### src/rtl/tqgm_pkg.sv
// Shared types and codes for the two-queue group matcher.
// No dependencies.
package tqgm_pkg;
   localparam logic [1:0] OP_JOIN   = 2'd0;
   localparam logic [1:0] OP_CANCEL = 2'd1;
   localparam logic [1:0] OP_QUERY  = 2'd2;
   localparam logic [1:0] OP_POP    = 2'd3;

   localparam logic [2:0] ST_OK        = 3'd0;
   localparam logic [2:0] ST_WAITING   = 3'd1;
   localparam logic [2:0] ST_BAD_MODE  = 3'd2;
   localparam logic [2:0] ST_NOT_FOUND = 3'd3;
   localparam logic [2:0] ST_TOO_FEW   = 3'd4;
   localparam logic [2:0] ST_FULL      = 3'd5;

   localparam logic [2:0] MODE_TRIO = 3'd3;
   localparam logic [2:0] MODE_QUAD = 3'd4;

   typedef struct packed {
      logic [1:0]  operation;
      logic [63:0] member_id;
      logic [2:0]  group_mode;
   } cmd_type;

   typedef struct packed {
      logic [2:0]  status;
      logic [63:0] matched_id;
      logic        is_waiting;
      logic        last;
   } rsp_type;

   typedef enum logic [2:0] {
      S_IDLE, S_SCAN, S_DECIDE, S_MOVE, S_POP, S_EMIT
   } state_type;
endpackage

### src/rtl/tqgm_cmd_queue.sv
// Short command queue between front and back ends.
// Depends on tqgm_pkg.
module tqgm_cmd_queue (
   input  logic             clock,
   input  logic             reset,
   input  logic             wr_valid,
   output logic             wr_ready,
   input  tqgm_pkg::cmd_type wr_data,
   output logic             rd_valid,
   input  logic             rd_ready,
   output tqgm_pkg::cmd_type rd_data
);
   import tqgm_pkg::*;
   cmd_type     slot_ff [2];
   logic        wp_ff, rp_ff, wp_in, rp_in;
   logic [1:0]  cnt_ff, cnt_in;
   logic        push, pop;

   assign wr_ready = cnt_ff != 2'd2;
   assign rd_valid = cnt_ff != 2'd0;
   assign rd_data  = slot_ff[rp_ff];
   assign push     = wr_valid && wr_ready;
   assign pop      = rd_valid && rd_ready;

   always_comb begin
      wp_in  = push ? ~wp_ff : wp_ff;
      rp_in  = pop ? ~rp_ff : rp_ff;
      cnt_in = cnt_ff + {1'b0, push} - {1'b0, pop};
   end

   always_ff @(posedge clock) begin
      if (reset) begin
         wp_ff <= 1'b0; rp_ff <= 1'b0; cnt_ff <= 2'd0;
      end else begin
         wp_ff <= wp_in; rp_ff <= rp_in; cnt_ff <= cnt_in;
      end
      if (push) slot_ff[wp_ff] <= wr_data;
   end
endmodule

### config.mk
export PLATFORM = sky130hd
export DESIGN_NAME = tqgm_cmd_queue
export DESIGN_NICKNAME = d
export VERILOG_FILES = /design/src/rtl/tqgm_pkg.sv /design/src/rtl/tqgm_cmd_queue.sv
export SDC_FILE = /design/constraint.sdc
export NUM_CORES = 1
export LEC_CHECK = 0
export ABC_AREA = 1
export BUFFER_PORTS_ARGS = -buffer_cell sky130_fd_sc_hd__buf_2
export CAP_MARGIN = 20
export CORE_UTILIZATION = 45
export CTS_CLUSTER_SIZE = 30
export DETAILED_ROUTE_END_ITERATION = 10
export PLACE_DENSITY = 0.7
export SLEW_MARGIN = 5
export SYNTH_ARGS = -nofsm -noshare
export SYNTH_HDL_FRONTEND = slang
export SYNTH_SLANG_ARGS = --single-unit
### constraint.sdc
create_clock -name clock -period 5.2 [get_ports clock]
set_clock_uncertainty 0.1 [all_clocks]
set_input_delay 0.52 -clock clock [delete_from_list [all_inputs] [get_ports clock]]
set_output_delay 0.52 -clock clock [all_outputs]
set_load 0.005 [all_outputs]
==> impl_metrics.ini <==
[status]
run_status = finished clean

[drt]
dr.first_iter.drc_count = 86
via_per_inst = 4.78
drt_wl_total_mm = 8.77
met2WireLength_mm = 4.39
routedWlPerCell_um = 15.5
dr_wl_met3_um = 745
wl_met1_mm = 3.54
detail-route-antenna-nets = 0
topRoutingLayerUsed = met4
route.vias.total = 2698
dr.pass1.iters = 6
drcViolationCount = 0

[global_route]
grt_pass1_wl_mm = 12.9
global_route.usage.total_pct = 14.8
grt_start_max_net_pins = 70
antenna_found_initial = 0
grt_pass1_vias = 2719
globalRouteOverflowTotal = 0

[synthesis]
synth.top_cells.by_area = sky130_fd_sc_hd__edfxtp_1, sky130_fd_sc_hd__mux2_2, sky130_fd_sc_hd__mux2_4
synth_seq_cells = 143
synth_compound_area_share_pct = 0.190
post_synth.cell_area_avg_um2 = 20.9
synth.mux.area_fraction_pct = 15.5
ys.warnings.count = 0
netlist_area_mm2 = 0.00527
yosys.area_share.simple_pct = 1.50
synthDominantCellAreaShare_pct = 78.7
synth_cells = 252
synth_fa_ha_area_share_pct = 0.475
synth_top_family_by_area = multiplexers
yosysTopAreaCell = sky130_fd_sc_hd__edfxtp_1
synth_fp_nets = 327
synth-xor-area-share_pct = 0
synth.lib_cells_used.distinct = 13
sequential_area_share_after_synthesis_pct = 80.6

[clocking]
post_cts_buffers = 0
cts-root-to-sink-buffers = 2
h_tree_levels = 4
postCtsHoldBufs = 0
clkSlewWorstSetupHoldPaths_ns = 0.06
cts_made_buffers = 17
post_cts_resize_count = 0
cts_root_buf = sky130_fd_sc_hd__clkbuf_16
cts_tree = done
clk_latency_ns = 0.40
cts_sinks = 143

[place]
gp_routability_congestion = 0.762
pre_cts_slack_ns = 2.79
port_buffers = 143
hpwl_mm = 5.66

[sta]
timing_max_transition_violations_final = 0
final_report_hold_violation_count = 0
rsz0062_at_grt = no
tightest_slew_ns = 0.970
timing.setup.tns_ns = 0
finalSetupViolations = 0
final_critical_path_setup_slack_ns = 2.59
fmax_ghz = 0.383
slew-limit-headroom_pct = 35.3
final_period_util_pct = 50.2
clock_period_minus_final_worst_setup_slack_ns = 2.61
fin_worst_hold_slack_ns = 0.183

[die]
floorplan.core_area_mm2 = 0.0114
chipHeight_um = 110
placementRows = 39
floorplan.die_area_mm2 = 0.0121
floorplan.initialDensity_pct = 46.1
die_width_um = 110
io-pin-count = 144

[min_path]
holdCritPathClass = input port to register
holdPathStages = 2
worst_hold_startpoint = reset
hold_end = cnt_ff[0]

[setup_path]
regToRegEndpoint = slot_ff[1][1]
critical-path-max-stage-delay_ns = 0.99
cp_data_arrival_time_ns = 1.99
crit_slowest_cell = sky130_fd_sc_hd__dfxtp_4
wp_data_required_ns = 4.58
worstPathCellList = mux2_2 > buf_2
critical_path_type = register to output pin
regToRegSetupSlack_ns = 2.94
timing.critical_path.to_type = output pin
path_max_fanout = 69
timing.critical_path.from_type = register
critical_path.reg2reg.startpoint = cnt_ff[0]
reg2regPathDepth = 5

[layout]
num_antenna_cells = 0
area_growth_syn_to_layout_pct = 28.4
fillCellCount = 890
ratio_of_cells_with_drive_above_1_in_the_final_layout_pct = 58.5
nets = 484

[pwr]
pwr_density_cell_mw_per_mm2 = 504
p_leak_nw = 2.60
vdd_drop_max_mv = 0.267

[run]
drv.max_cap_violation_count = 0
[area by class of cell]
class	count	area [um^2]	area share [%]
Tap cell	143	179	2.65
Clock inverter	14	189	2.79
Multi-Input combinational cell	93	936	13.8
Timing Repair Buffer	146	751	11.1
Inverter	8	30.0	0.444
Sequential cell	143	4250	62.8
Clock buffer	18	429	6.35
[registers in the layout (all words and copies together) (netlist names), named ones only]
name and count:
cnt_ff 2, rp_ff 1, slot_ff 138, wp_ff 1
[critical path, delay by kind of cell, from the launching register on]
kind                   cells  cell delay (ns)
flip-flops                 1             0.99
multiplexers               1             0.42
buffers and inverters      1             0.13
[worst max-delay path by stage]
stage / cells past startpoint / to / start / slack [ns]
floorplan: 2 / slot_ff[0][0] / wr_valid / 1.13
global placement: 4 / slot_ff[0][41] / wr_valid / 2.53
detailed placement: 4 / slot_ff[1][23] / wr_valid / 2.79
CTS: 2 / rd_data[45] / register / 2.54
global route: 2 / rd_data[24] / register / 2.47
finish: 2 / rd_data[3] / register / 2.59
[where the power goes]
group / switching [W] / internal (W)
Sequential: 0.000104 / 0.00146
Clock: 0.000442 / 0.000803
Combinational: 0.000263 / 0.000333
[Yosys cell counts]
master,instances
sky130_fd_sc_hd__a21oi_1,2
sky130_fd_sc_hd__mux2_2,59
sky130_fd_sc_hd__nand2_1,8
sky130_fd_sc_hd__inv_1,8
sky130_fd_sc_hd__ha_1,2
sky130_fd_sc_hd__nand3_1,3
sky130_fd_sc_hd__buf_6,2
sky130_fd_sc_hd__buf_2,5
sky130_fd_sc_hd__mux2_4,10
sky130_fd_sc_hd__nor2_1,9
sky130_fd_sc_hd__dfxtp_1,5
sky130_fd_sc_hd__buf_8,1
sky130_fd_sc_hd__edfxtp_1,138
[per-layer routing]
layer	up-vias	GRT usage, %
met1	1301	17.2
li1	1293	-
met2	93	23.8
met3	11	6.64
met5	-	0
met4	0	6.48
[through the flow]
stage | total power, W | cells | area [um^2] | util (%)
after global placement | 0.00217 | 532 | 6120 | 53.6
final | 0.00340 | 565 | 6760 | 59.2
after CTS | 0.00345 | 565 | 6760 | 59.2
after detailed placement | 0.00220 | 533 | 6140 | 53.8
after floorplan | 0.00194 | 252 | 5270 | -
after global routing | 0.00357 | 565 | 6760 | 59.2
[cells in the final DEF (no fill, tap or decap)]
cell                         instances
sky130_fd_sc_hd__buf_2             143
sky130_fd_sc_hd__edfxtp_1          138
sky130_fd_sc_hd__mux2_2             59
sky130_fd_sc_hd__clkbuf_16          17
sky130_fd_sc_hd__mux2_4             10
sky130_fd_sc_hd__nor2_1              8
sky130_fd_sc_hd__nand2_1             8
sky130_fd_sc_hd__inv_1               7
sky130_fd_sc_hd__bufinv_16           4
sky130_fd_sc_hd__dfxtp_1             4
sky130_fd_sc_hd__nand3_1             3
sky130_fd_sc_hd__inv_6               3
sky130_fd_sc_hd__a21oi_1             2
sky130_fd_sc_hd__ha_1                2
sky130_fd_sc_hd__clkinv_2            2
sky130_fd_sc_hd__clkinv_1            2
sky130_fd_sc_hd__clkinv_4            2
sky130_fd_sc_hd__buf_4               2
sky130_fd_sc_hd__inv_2               1
sky130_fd_sc_hd__nor2_4              1
sky130_fd_sc_hd__dfxtp_4             1
sky130_fd_sc_hd__clkinvlp_4          1
sky130_fd_sc_hd__clkbuf_1            1
sky130_fd_sc_hd__buf_12              1
[kinds of logic (layout without fill, tap and decap cells)]
kind of cell	after synthesis	in the layout
mux	69	69
simple gates	20	20
buf+inv	16	186
fa+ha+maj	2	2
compound gates	2	2
flops	143	143
Power figures use the tool's default switching activity.
